### config.mk
export PLATFORM = sky130hd
export DESIGN_NAME = utf8_to_unicode_escape
export DESIGN_NICKNAME = d
export VERILOG_FILES = /design/src/sv/u2e_pkg.sv /design/src/sv/utf8_to_unicode_escape.sv /design/src/sv/u2e_decode.sv
export SDC_FILE = /design/constraint.sdc
export NUM_CORES = 1
export LEC_CHECK = 0
export ABC_AREA = 1
export BUFFER_PORTS_ARGS = -buffer_cell sky130_fd_sc_hd__buf_2
export CAP_MARGIN = 5
export CELL_PAD_IN_SITES_DETAIL_PLACEMENT = 0
export CELL_PAD_IN_SITES_GLOBAL_PLACEMENT = 1
export CORE_MARGIN = 3
export CORE_UTILIZATION = 35
export CTS_CLUSTER_SIZE = 12
export DETAILED_ROUTE_END_ITERATION = 8
export PLACE_DENSITY_LB_ADDON = 0.1
export SETUP_SLACK_MARGIN = 0.3
export SLEW_MARGIN = 30
export SYNTH_ARGS = -nofsm -noshare
export SYNTH_HDL_FRONTEND = slang
export SYNTH_SLANG_ARGS = --single-unit
### constraint.sdc
create_clock -name clock -period 3.5 [get_ports clock]
set_clock_uncertainty 0.2 [all_clocks]
set_input_delay 0.525 -clock clock [delete_from_list [all_inputs] [get_ports clock]]
set_output_delay 0.525 -clock clock [all_outputs]
set_load 0.02 [all_outputs]
### src/sv/u2e_pkg.sv
// Shared types, constants and helpers for the UTF-8 to backslash-u escape encoder.
package u2e_pkg;

   typedef enum logic [1:0] {
      KIND_CHAR = 2'd0,
      KIND_TERM = 2'd1,
      KIND_ERR  = 2'd2
   } kind_type;

   typedef logic [2:0] step_type;

   localparam step_type STEP_BSL  = 3'd0;
   localparam step_type STEP_U    = 3'd1;
   localparam step_type STEP_HEX3 = 3'd2;
   localparam step_type STEP_HEX2 = 3'd3;
   localparam step_type STEP_HEX1 = 3'd4;
   localparam step_type STEP_HEX0 = 3'd5;
   localparam step_type STEP_TERM = 3'd6;

   localparam logic [7:0] CHAR_BSL = 8'h5c;
   localparam logic [7:0] CHAR_U   = 8'h75;
   localparam logic [7:0] CHAR_NUL = 8'h00;

   typedef struct packed {
      logic [1:0]  pend;
      logic [15:0] partial;
      logic        drop;
   } state_type;

   typedef struct packed {
      logic        valid;
      logic        err;
      logic        term;
      logic [15:0] code;
   } job_type;

   function automatic logic [7:0] hex_digit(input logic [3:0] v);
      logic [7:0] r;
      if (v < 4'd10) begin
         r = 8'h30 + {4'd0, v};
      end else begin
         r = 8'h57 + {4'd0, v};
      end
      return r;
   endfunction

endpackage

### src/sv/utf8_to_unicode_escape.sv
// Top level: UTF-8 byte stream in, backslash-u escape characters out.
//
//  channel | handshake            | payload
//  --------+----------------------+---------------------------------------------
//  req     | req_valid/req_stall  | req_in_byte, req_end_of_string
//  rsp     | rsp_valid/rsp_stall  | rsp_out_char, rsp_result_kind, rsp_last_of_run
//
// One response leaves per cycle from the result register unless rsp is stalled; the
// single-character emitter sends backslash, u and four hex digits per code point,
// with a terminator at end of string. Continuation bytes and dropped bytes pass the
// input register at one per cycle while no escape is being emitted.
// Reset is synchronous and clears the decoder state and all valid flags.
// A stall on rsp holds the result register and backs up into req_stall.
module utf8_to_unicode_escape (
   input  logic       clock,
   input  logic       reset,
   input  logic       req_valid,
   output logic       req_stall,
   input  logic [7:0] req_in_byte,
   input  logic       req_end_of_string,
   output logic       rsp_valid,
   input  logic       rsp_stall,
   output logic [7:0] rsp_out_char,
   output logic [1:0] rsp_result_kind,
   output logic       rsp_last_of_run
);
   import u2e_pkg::*;

   logic       in_valid_ff, in_valid_in;
   logic [7:0] in_byte_ff;
   logic       in_eos_ff;

   state_type  state_ff, state_in;
   job_type    dec_job;

   job_type    job_ff;
   step_type   step_ff, step_in;
   logic       job_valid_in;

   logic       rsp_valid_ff, rsp_valid_in;
   logic [7:0] rsp_char_ff;
   kind_type   rsp_kind_ff;
   logic       rsp_last_ff;

   logic       rsp_free, emit, is_last, job_done, consume;
   logic [7:0] emit_char;
   kind_type   emit_kind;

   u2e_decode u_decode (
      .in_eos  (in_eos_ff),
      .in_byte (in_byte_ff),
      .cur     (state_ff),
      .nxt     (state_in),
      .job     (dec_job)
   );

   assign rsp_free  = !rsp_valid_ff || !rsp_stall;
   assign emit      = job_ff.valid && rsp_free;
   assign is_last   = job_ff.err || (job_ff.term ? (step_ff == STEP_TERM)
                                                 : (step_ff == STEP_HEX0));
   assign job_done  = emit && is_last;
   assign consume   = in_valid_ff && (!job_ff.valid || job_done);
   assign req_stall = in_valid_ff && !consume;
   assign in_valid_in = req_stall ? in_valid_ff : req_valid;

   always_comb begin
      emit_kind = job_ff.err ? KIND_ERR : KIND_CHAR;
      unique case (step_ff)
         STEP_BSL:  emit_char = job_ff.err ? CHAR_NUL : CHAR_BSL;
         STEP_U:    emit_char = CHAR_U;
         STEP_HEX3: emit_char = hex_digit(job_ff.code[15:12]);
         STEP_HEX2: emit_char = hex_digit(job_ff.code[11:8]);
         STEP_HEX1: emit_char = hex_digit(job_ff.code[7:4]);
         STEP_HEX0: emit_char = hex_digit(job_ff.code[3:0]);
         STEP_TERM: begin
            emit_char = CHAR_NUL;
            emit_kind = KIND_TERM;
         end
         default:   emit_char = CHAR_NUL;
      endcase
   end

   always_comb begin
      job_valid_in = job_ff.valid;
      step_in      = step_ff;
      if (consume && dec_job.valid) begin
         job_valid_in = 1'b1;
         step_in      = STEP_BSL;
      end else if (job_done) begin
         job_valid_in = 1'b0;
      end else if (emit) begin
         step_in = step_ff + 3'd1;
      end
      rsp_valid_in = emit ? 1'b1 : (rsp_stall ? rsp_valid_ff : 1'b0);
   end

   always_ff @(posedge clock) begin
      if (reset) begin
         in_valid_ff  <= 1'b0;
         state_ff     <= '0;
         job_ff.valid <= 1'b0;
         step_ff      <= STEP_BSL;
         rsp_valid_ff <= 1'b0;
      end else begin
         in_valid_ff  <= in_valid_in;
         job_ff.valid <= job_valid_in;
         step_ff      <= step_in;
         rsp_valid_ff <= rsp_valid_in;
         if (consume) begin
            state_ff <= state_in;
         end
         if (consume && dec_job.valid) begin
            job_ff.err  <= dec_job.err;
            job_ff.term <= dec_job.term;
            job_ff.code <= dec_job.code;
         end
      end
   end

   always_ff @(posedge clock) begin
      if (!req_stall && req_valid) begin
         in_byte_ff <= req_in_byte;
         in_eos_ff  <= req_end_of_string;
      end
      if (emit) begin
         rsp_char_ff <= emit_char;
         rsp_kind_ff <= emit_kind;
         rsp_last_ff <= is_last;
      end
   end

   assign rsp_valid       = rsp_valid_ff;
   assign rsp_out_char    = rsp_char_ff;
   assign rsp_result_kind = rsp_kind_ff;
   assign rsp_last_of_run = rsp_last_ff;

endmodule

### src/sv/u2e_decode.sv
// Byte decoder: gathers UTF-8 sequences into code points and produces the next job.
module u2e_decode (
   input  logic               in_eos,
   input  logic [7:0]         in_byte,
   input  u2e_pkg::state_type cur,
   output u2e_pkg::state_type nxt,
   output u2e_pkg::job_type   job
);
   import u2e_pkg::*;

   logic        done;
   logic [15:0] code;

   always_comb begin
      nxt  = cur;
      job  = '0;
      done = 1'b0;
      code = cur.partial;
      if (cur.drop) begin
         if (in_eos) begin
            nxt = '0;
         end
      end else begin
         if (cur.pend == 2'd0) begin
            priority if (in_byte[7] == 1'b0) begin
               code = {8'd0, in_byte};
               done = 1'b1;
            end else if (in_byte[7:5] == 3'b110) begin
               nxt.partial = {11'd0, in_byte[4:0]};
               nxt.pend    = 2'd1;
            end else if (in_byte[7:4] == 4'b1110) begin
               nxt.partial = {12'd0, in_byte[3:0]};
               nxt.pend    = 2'd2;
            end else begin
               nxt       = '0;
               nxt.drop  = ~in_eos;
               job.valid = 1'b1;
               job.err   = 1'b1;
            end
         end else begin
            code        = {cur.partial[9:0], in_byte[5:0]};
            nxt.partial = code;
            nxt.pend    = cur.pend - 2'd1;
            done        = (cur.pend == 2'd1);
         end
         if (done) begin
            nxt.partial = '0;
            job.valid   = 1'b1;
            job.term    = in_eos;
            job.code    = code;
            if (in_eos) begin
               nxt = '0;
            end
         end else if (in_eos && !job.err) begin
            nxt       = '0;
            job.valid = 1'b1;
            job.err   = 1'b1;
         end
      end
   end

endmodule

## After elaboration in Yosys (flattened, before gate mapping)

Cells that the tools add are included.

| storage, ports and cells | value |
|---|---|
| output and inout port bits | 13 |
| register bits after elaboration | 63 |

| cells by class | value |
|---|---|
| $lt $le $gt $ge | 4 |
| bitwise operators | 4 |
| $add $sub $neg | 10 |
| multiplexer cells | 39 |
| equality and inequality tests | 12 |
| reductions and logical operators | 25 |

Operators by type and width:

| kind | number |
|---|---|
| $mux 19 | 7 |
| $mux 18 | 3 |
| $pmux 8 s6 | 1 |
| $add 7x4->8 const A | 4 |
| $mux 16 | 2 |
| $mux 8 | 4 |
| $add 6x4->7 const A | 4 |
| $mux 17 | 1 |
| $lt 4x4->1 const B | 4 |
| $mux 2 | 7 |
| $mux 1 | 13 |
| $eq 3x3->1 const B | 4 |
| $logic_and 1x1->1 | 7 |
| $mux 7 | 1 |
| $eq 3x2->1 const B | 2 |
| $logic_not 1->1 | 6 |
| $reduce_and 2->1 | 3 |
| $ne 5x5->1 const B | 1 |
| $eq 4x4->1 const B | 1 |
| $not 1->1 | 4 |
| $reduce_or 2->1 | 2 |
| $add 3x1->3 const B | 1 |
| $eq 3x1->1 const B | 1 |
| $logic_not 3->1 | 1 |
| other kinds (8) | 10 |

## Logic depth before layout (Yosys ltp)

Gate-level depths: netlist of run 1.

| depth | value |
|---|---|
| word-level depth | 13 |
| gate-level depth with buffers | 11 |

## Modules after synthesis

Synthesis of run 1 repeated with hierarchy kept, for this count alone.

| second synthesis, totals | value |
|---|---|
| cells, all modules | 491 |
| area, all modules | 3643.5 µm² |

By module, submodules not included:

| module | times used | area each (µm²) | cells an instance |
|---|---|---|---|
| utf8_to_unicode_escape | 1 | 2885.3 | 329 |
| u2e_decode | 1 | 758.2 | 162 |

## Worst setup path before layout of run 1

Ideal clock, no wire load.

| path | value |
|---|---|
| path type | register to register |
| from | reg step_ff[0] |
| to | reg job_ff[0] in the netlist's numbering (enable) |
| stages on the path, launching flop included | 9 |
| buffers on the path | 0 |
| arrival | 1.943 ns |
| slack | 0.964 ns |
| path through | dfxtp_1 > inv_1 > ha_1 > nand3_1 > nand3_2 > nand2_2 > a21boi_0 > nand2_1 > nor2_1 |

| between the ends | value |
|---|---|
| word-level cells in the longest chain between the ends | 8 |
| elaborated cells between the ends (all ways) | 9 |
| those cells by class | eq/ne: 2; mux: 1; reduce/logical: 6 |

RTL lines:

| element | RTL line | RTL |
|---|---|---|
| start, declared | utf8_to_unicode_escape.sv:37 | `step_type step_ff, step_in;` |
| start signal, assigned | utf8_to_unicode_escape.sv:107 | `step_ff <= step_in;` |
| $eq 3x3->1 (on tied branches) | utf8_to_unicode_escape.sv:60, utf8_to_unicode_escape.sv:59 |  |
| $mux 1 (*) | utf8_to_unicode_escape.sv:59 | `assign is_last = job_ff.err \|\| (job_ff.term ? (step_ff == STEP_TERM)` |
| $logic_or 1x1->1 (*) | utf8_to_unicode_escape.sv:59 |  |
| net is_last | utf8_to_unicode_escape.sv:45 | `logic rsp_free, emit, is_last, job_done, consume;` |
| $logic_and 1x1->1 (*) | utf8_to_unicode_escape.sv:61 | `assign job_done = emit && is_last;` |
| $logic_or 1x1->1 (*) | utf8_to_unicode_escape.sv:62 | `assign consume = in_valid_ff && (!job_ff.valid \|\| job_done);` |
| $logic_and 1x1->1 (*) | utf8_to_unicode_escape.sv:62 |  |
| $logic_and 1x1->1 (*) | utf8_to_unicode_escape.sv:112 | `if (consume && dec_job.valid) begin` |
| $reduce_and 2->1 (no source line) (*) | -- |  |
| end, declared | utf8_to_unicode_escape.sv:36 | `job_type job_ff;` |

Mark *: on every way through the listed nets, which the timed path passes. The rest lies on a longest branch.
A chain may end at the register's enable or synchronous reset.

## Worst setup path after layout of run 1

| path | value |
|---|---|
| from | reg step_ff[0] |
| to | out req_stall |

| between the ends | value |
|---|---|
| word-level cells in the longest chain between the ends | 8 |
| elaborated cells between the ends (all ways) | 9 |
| those cells by class | eq/ne: 2; mux: 1; reduce/logical: 6 |

RTL lines:

| element | RTL line | RTL |
|---|---|---|
| $eq 3x3->1 (on tied branches) | utf8_to_unicode_escape.sv:60, utf8_to_unicode_escape.sv:59 |  |
| $mux 1 (*) | utf8_to_unicode_escape.sv:59 |  |
| $logic_or 1x1->1 (*) | utf8_to_unicode_escape.sv:59 |  |
| net is_last | utf8_to_unicode_escape.sv:45 |  |
| $logic_and 1x1->1 (*) | utf8_to_unicode_escape.sv:61 |  |
| $logic_or 1x1->1 (*) | utf8_to_unicode_escape.sv:62 |  |
| $logic_and 1x1->1 (*) | utf8_to_unicode_escape.sv:62 |  |
| $logic_not 1->1 (*) | utf8_to_unicode_escape.sv:63 | `assign req_stall = in_valid_ff && !consume;` |
| $logic_and 1x1->1 (*) | utf8_to_unicode_escape.sv:63 |  |
| end, declared | utf8_to_unicode_escape.sv:18 | `output logic req_stall,` |

Marks and branches as above.

==> metrics.md, run 1 <==
| Metric | Value |
|---|---|
| Starting Density | 0.360 |
| Compound-gate portion of the synthesized area | 0.0834 |
| Leak | 1.68 nW |
| Remaining DRCs | 0 |
| Detailed Route WL | 7.45 mm |
| Postcts setup bufs | 0 |
| EDFF count, synth | 37 |
| Utilization after layout | 0.407 |
| ANT nets after route | 0 |
| Delay-heaviest family, CP | simple AND/OR/NAND/NOR gates |
| Multiplexer area fraction after synthesis | 0 |
| IO buf count | 24 |
| Vias | 2661 |
| Final slew viol count | 0 |
| CTS sink cnt | 62 |
| CP cell instances | inv_1 -> ha_1 -> nand3_1 -> nand3_2 -> nand2_2 -> nand3_1 -> inv_1 -> buf_2 |
| Slowest stage delay, CP | 0.41 ns |
| Die X | 104 um |
| Max Root-Sink Buffers | 2 |
| Largest net degree at the start of global routing | 26 |
| CP startpoint kind | flop |
| Fin crit period | 2.50 ns |
| Initial DRC count | 77 |
| Fmax | 0.400 GHz |
| Wirelength per Cell | 12.6 um |
| CORE AREA | 9280 um2 |
| Worst-skew pair later-pin latency | 0.34 ns |
| Htree depth | 3 |
| Initial antenna violation count | 0 |
| Gr usage total | 0.148 |
| Post-Syn Instances | 438 |
| Max IR drop VDD | 0.000217 V |
| Arr. time, crit path | 1.77 ns |
| Post-CTS sizing | 0 |
| CTS root buf | clkbuf_8 |
| PD cells | 462 nW/um2 |
| Global route overflow | 0 |
| HP Class | input port to flop |
| Layout cells sized above 1 | 0.112 |
| Hold_ws | 0.152 ns |
| Crit path max fanout | 4 |
| FFs w/ async S/R, synth | 0 |
| Hold violation count in the final report | 0 |
| Adder-cell share of the synthesized area | 0.0337 |
| Rel. slew slack | 0.524 |
| Worst Setup End Kind | output port |
| RSZ-0062 raised after global routing | false |
| Post-synthesis cell type count | 33 |
| Slew @ Worst Pin | 0.712 ns |
| CTS tree | built |
| Post-cts hold buffer count | 0 |
| Vias in the first global route | 2653 |
| Synthesized flop and latch total | 62 |
| Die Y | 104 um |
| Synth Area in Simple Gates | 0.279 |
| Syn nets | 460 |
| Main combinational cell family by area after synthesis | simple AND/OR/NAND/NOR gates |
| Sequential area share after synthesis | 0.482 |
| Final Wtd Congestion | 0.767 |
| Mean Syn Cell Area | 7.64 um2 |
| # rows | 35 |
| Critical path class | flop to output port |
| Final worst slack | 1.00 ns |
| Xor and xnor area share after synthesis | 0.00262 |
| Cell area after synthesis | 3350 um2 |
| Final setup fails | 0 |
| Most common cell after layout, fill and taps aside | nand2_1 |
| Clk slew on worst S/H paths | 0.08 ns |
| Status | completed |
| HPWL Detailed | 5.38 mm |
| Fillers | 994 |
| Slowest cell on crit path | dfxtp_1 |
| Max Cap Viol | 0 |
| Layout Cells excl Fill | 593 |
| First-pass detailed-route iteration total | 4 |
| Die Footprint | 10800 um2 |
| Nets | 481 |
| Ys flop type | edfxtp_1 |
| Place WS | 1.22 ns |
| Critical path required time | 2.77 ns |
| Setup TNS | 0 ns |
| DP Cell Count | 577 |
| Most frequent cells in the layout | 101 x nand2_1, 78 x inv_1, 55 x nor2_1, 37 x edfxtp_1, 28 x a21oi_1 |
| Yosys warnings | 0 |
| Io pins | 26 |
| Period Utilization, post-route | 0.714 |
| Num CTS Buffers | 9 |
| Worst Path Buf+Inv | 3 |
| First-pass GRT wire length | 12.7 mm |
| Synthesis-to-layout area growth | 12.8% |
| Vias per cell | 4.49 |
| ANT cells | 0 |
-- cells in the mapped netlist (2+ instances only) --
library cell | count | area (um2)
nand4_1 | 14 | 87.6
nor3_1 | 13 | 65.1
clkbuf_1 | 4 | 15.0
ha_1 | 9 | 113
buf_4 | 2 | 15.0
a21oi_1 | 28 | 140
nand2_1 | 101 | 379
nand3_1 | 26 | 130
dfxtp_1 | 25 | 500
nor2_1 | 55 | 206
buf_2 | 8 | 40.0
edfxtp_1 | 37 | 1110
buf_6 | 2 | 22.5
o21ai_0 | 17 | 85.1
nand2_2 | 2 | 12.5
inv_1 | 78 | 293
-- cell families after synthesis --
logic type | after synthesis
xor gates and xnor gates | 1
DFF | 62
AOI/OAI and AO/OA | 52
other | 1
buffers and inverters | 97
adders and majority gates | 9
and+or+nand+nor | 216
-- registers in the layout, summed over array words and instances (netlist names) --
signal,count
in_byte_ff,8
in_eos_ff,1
in_valid_ff,1
job_ff,19
rsp_last_of_run,1
rsp_out_char,7
rsp_result_kind,2
rsp_valid,1
state_ff,19
step_ff,3
-- layer usage --
metal	up-vias	track usage	wire length, um
met5	-	0	0
met4	0	0.0665	133
met3	11	0.0268	179
met2	32	0.252	3570
met1	1178	0.182	3560
li1	1440	-	-
-- power by group --
group / internal, mW / total, mW / leakage, nW / switching (mW)
registers: 0.811 / 0.833 / 0.561 / 0.0215
logic: 0.0580 / 0.193 / 1.01 / 0.135
clock network: 0.418 / 0.719 / 0.108 / 0.301
total: 1.29 / 1.74 / 1.68 / 0.457
-- path summary, 6_finish.rpt --
path                                   startpoint      endpoint  slack, ns  depth (start not counted)
worst max-delay path                   step_ff[0]     req_stall       1.00                          8
worst min-delay path            req_end_of_string     in_eos_ff       0.15                          1
worst max register to register       state_ff[17]    job_ff[11]       1.21                          8
worst min register to register       state_ff[16]  state_ff[16]       0.31                          4
-- metrics by stage --
step / area (um2) / total power, mW
6_report: 3770 / 1.74
5_1_grt: 3770 / 1.82
4_1_cts: 3770 / 1.77
3_5_place_dp: 3550 / 1.05
3_3_place_gp: 3550 / 1.05
2_1_floorplan: 3350 / 0.994
-- cell type report --
type                       count  area, um2  area share
tap                          129        161      0.0428
inverter                      80        300      0.0795
multi-input combinational    279       1340       0.354
clock inverter                 6       85.1      0.0225
sequential                    62       1610       0.427
clock buffer                  10        138      0.0365
timing repair buffer          27        143      0.0378
Note: power is estimated with default switching activity, not from simulation.
==> run 2: changes to the inputs <==
==> constraint.sdc (replaced) <==
create_clock -name clock -period 2.1 [get_ports clock]
set_clock_uncertainty 0.2 [all_clocks]
set_input_delay 0.315 -clock clock [delete_from_list [all_inputs] [get_ports clock]]
set_output_delay 0.315 -clock clock [all_outputs]
set_load 0.02 [all_outputs]
==> run 2 against run 1 <==
Compared with the run above: die area stayed put; setup slack got worse by 0.93 ns; cell count increased by 8.3%; cell area is 20% higher; routed wire length rose by 16%; largest cell class unchanged; largest power group unchanged.
==> metrics.md, run 2 (synthesis results as in run 1) <==
| Metric | Value |
|---|---|
| Status | completed |
| Synthesis-to-layout area growth | 35.4% |
| Die X | 104 um (unchanged) |
| Met1 GRT Util | 0.190 (+0.00826) |
| Arr. time, crit path | 1.89 ns (+0.12 ns) |
| Die Y | 104 um (unchanged) |
| Critical path required time | 1.96 ns (-0.81 ns) |
| Overall power | 3.15 mW (+80%) |
| Worst reg-to-reg path cell count | 9 (+1) |
| Most frequent cells in the layout | 93 x nand2_1, 71 x inv_1, 49 x nor2_1, 37 x edfxtp_1, 29 x buf_4 |
| Met3 track demand over resource | 0.0349 (+0.00810) |
| Worst Setup End Kind | flop |
| Worst Path Buf+Inv | 3 (unchanged) |
| Num CTS Buffers | 9 (unchanged) |
| HP Class | input port to flop |
| Hold Crit Depth | 2 (+1) |
| Register cell area after layout | 1620 um2 (+0.54%) |
| Initial DRC count | 97 (+26%) |
| Multi-input logic area | 1570 um2 (+18%) |
| Htree depth | 3 (unchanged) |
| Clk slew on worst S/H paths | 0.08 ns (about the same) |
| ANT nets after route | 0 (unchanged) |
| CORE AREA | 9280 um2 (unchanged) |
| Period Utilization, post-route | 0.963 |
| Layout cells sized above 1 | 0.255 (+0.143) |
| GR Util met2 | 0.286 (+0.0336) |
| Delay-heaviest family, CP | simple AND/OR/NAND/NOR gates |
| Global route overflow | 0 (unchanged) |
| Hold violation count in the final report | 0 (unchanged) |
| Nets | 530 (+10%) |
| CTS tree | built |
| Hold_ws | 0.0371 ns (-0.115 ns) |
| Leak | 1.96 nW (+17%) |
| Max IR drop VDD | 0.000343 V (+59%) |
| Vias per cell | 4.65 (+3.7%) |
| Fin crit period | 2.02 ns |
| CTS root buf | clkbuf_8 |
| IO buf count | 24 (unchanged) |
| ANT cells | 0 (unchanged) |
| First-pass detailed-route iteration total | 4 (unchanged) |
| RSZ-0062 raised after global routing | true |
| Worst R2R Setup Slack | 0.08 ns (-1.13 ns) |
| Final Wtd Congestion | 0.794 (+3.5%) |
| Wirelength per Cell | 13.5 um (+7.5%) |
| Initial antenna violation count | 0 (unchanged) |
| Detailed Route WL | 8.67 mm (+16%) |
| Remaining DRCs | 0 (unchanged) |
| Min-delay src | reset |
| Most common cell after layout, fill and taps aside | nand2_1 |
| Worst r2r dst | job_ff[13] |
| Slowest cell on crit path | edfxtp_1 |
| Largest net degree at the start of global routing | 20 (-23%) |
| CP startpoint kind | flop |
| Top flop regs | job_ff (19), state_ff (19), in_byte_ff (8) |
| Starting Density | 0.360 (unchanged) |
| Max Cap Viol | 0 (unchanged) |
| Die Footprint | 10800 um2 (unchanged) |
| Slowest stage delay, CP | 0.46 ns (+0.05 ns) |
| HPWL Detailed | 5.55 mm (+3.2%) |
| Worst-skew pair later-pin latency | 0.35 ns (about the same) |
| Critical path class | flop to flop |
| Fillers | 932 (-6.2%) |
| CP cell instances | inv_2 -> nand3_4 -> nand3_4 -> nand2_4 -> a21boi_4 -> nand2_2 -> nor2_4 -> buf_12 -> clkbuf_16 |
| Gr usage total | 0.161 (+0.0133) |
| Fmax | 0.494 GHz |
| Crit path top cell by count | nand3_4 |
| Vias in the first global route | 2897 (+9.2%) |
| CTS sink cnt | 62 (unchanged) |
| First-pass GRT wire length | 13.8 mm (+8.8%) |
| PD cells | 695 nW/um2 (+50%) |
| Vias | 2987 (+12%) |
| Max Root-Sink Buffers | 2 (unchanged) |
| Io pins | 26 (unchanged) |
| Final setup fails | 0 (unchanged) |
| GR peak layer | met2 |
| Worst Hold End | rsp_valid |
| Setup TNS | 0 ns (unchanged) |
| Utilization after layout | 0.488 (+0.0814) |
| # rows | 35 (unchanged) |
| Crit path max fanout | 4 (unchanged) |
| Final slew viol count | 0 (unchanged) |
| Worst flop-to-flop path startpoint | job_ff[16] |
run 2: changes by cell type in the layout (fill, tap and decap cells not counted), sizes merged:
cell,change
inv,-1
bufinv,+1
nand3,+3
buf,+35
dlygate4sd3,+9
clkinvlp,+2
run 2: layer usage:
metal  share of wire  wire length, um
met1            0.45             3900
met2            0.50             4370
met3           0.028              242
met4           0.019              165
met5               0                0
run 2: how the worst max path moves through the flow:
stage	start	endpoint	slack, ns	depth (start not counted)
finish	job_ff[16]	job_ff[13]	0.08	9
global route	job_ff[16]	job_ff[8]	0.01	9
CTS	step_ff[0]	req_stall	0.11	8
detailed placement	step_ff[1]	job_ff[10]	0.17	9
global placement	step_ff[1]	job_ff[11]	0.21	9
floorplan	step_ff[1]	job_ff[0]	0.17	8
run 2: final cells by class:
class | instances | share of cell area
clock buffer | 9 | 0.0273
clock inverter | 7 | 0.0271
inverter | 80 | 0.0693
multi-input combinational | 282 | 0.347
sequential | 62 | 0.358
tap | 129 | 0.0356
timing repair buffer | 72 | 0.134
timing repair inverter | 1 | 0.00166
run 2: worst reg2reg max path, stage by stage, from the launching register on:
cell	delay, ns
edfxtp_1	0.46
inv_2	0.12
nand3_4	0.10
nand3_4	0.12
nand2_4	0.08
a21boi_4	0.17
nand2_2	0.10
nor2_4	0.16
buf_12	0.13
clkbuf_16	0.13
run 2: through the flow:
stage          instance area (um2)  cells  worst slack [ns]
6_report                      4530    642            0.0772
4_1_cts                       4210    626             0.114
5_1_grt                       4530    642            0.0133
2_1_floorplan                 3410    438             0.169
3_5_place_dp                  3690    586             0.175
3_3_place_gp                  3690    586             0.207
run 2: what timing repair did:
item                                    CTS  global route
hold buffers                              9             0
setup buffers                            13            12
endpoints found under the setup margin   30            56
hold endpoints to repair                  9             0
cloned                                    2             4
resized for setup                        14            41
pin swaps                                 6            14
run 2: power breakdown:
part	total [mW]	switching [mW]	internal (mW)
Sequential	1.39	0.0360	1.35
Combinational	0.453	0.275	0.178
Clock	1.31	0.516	0.792
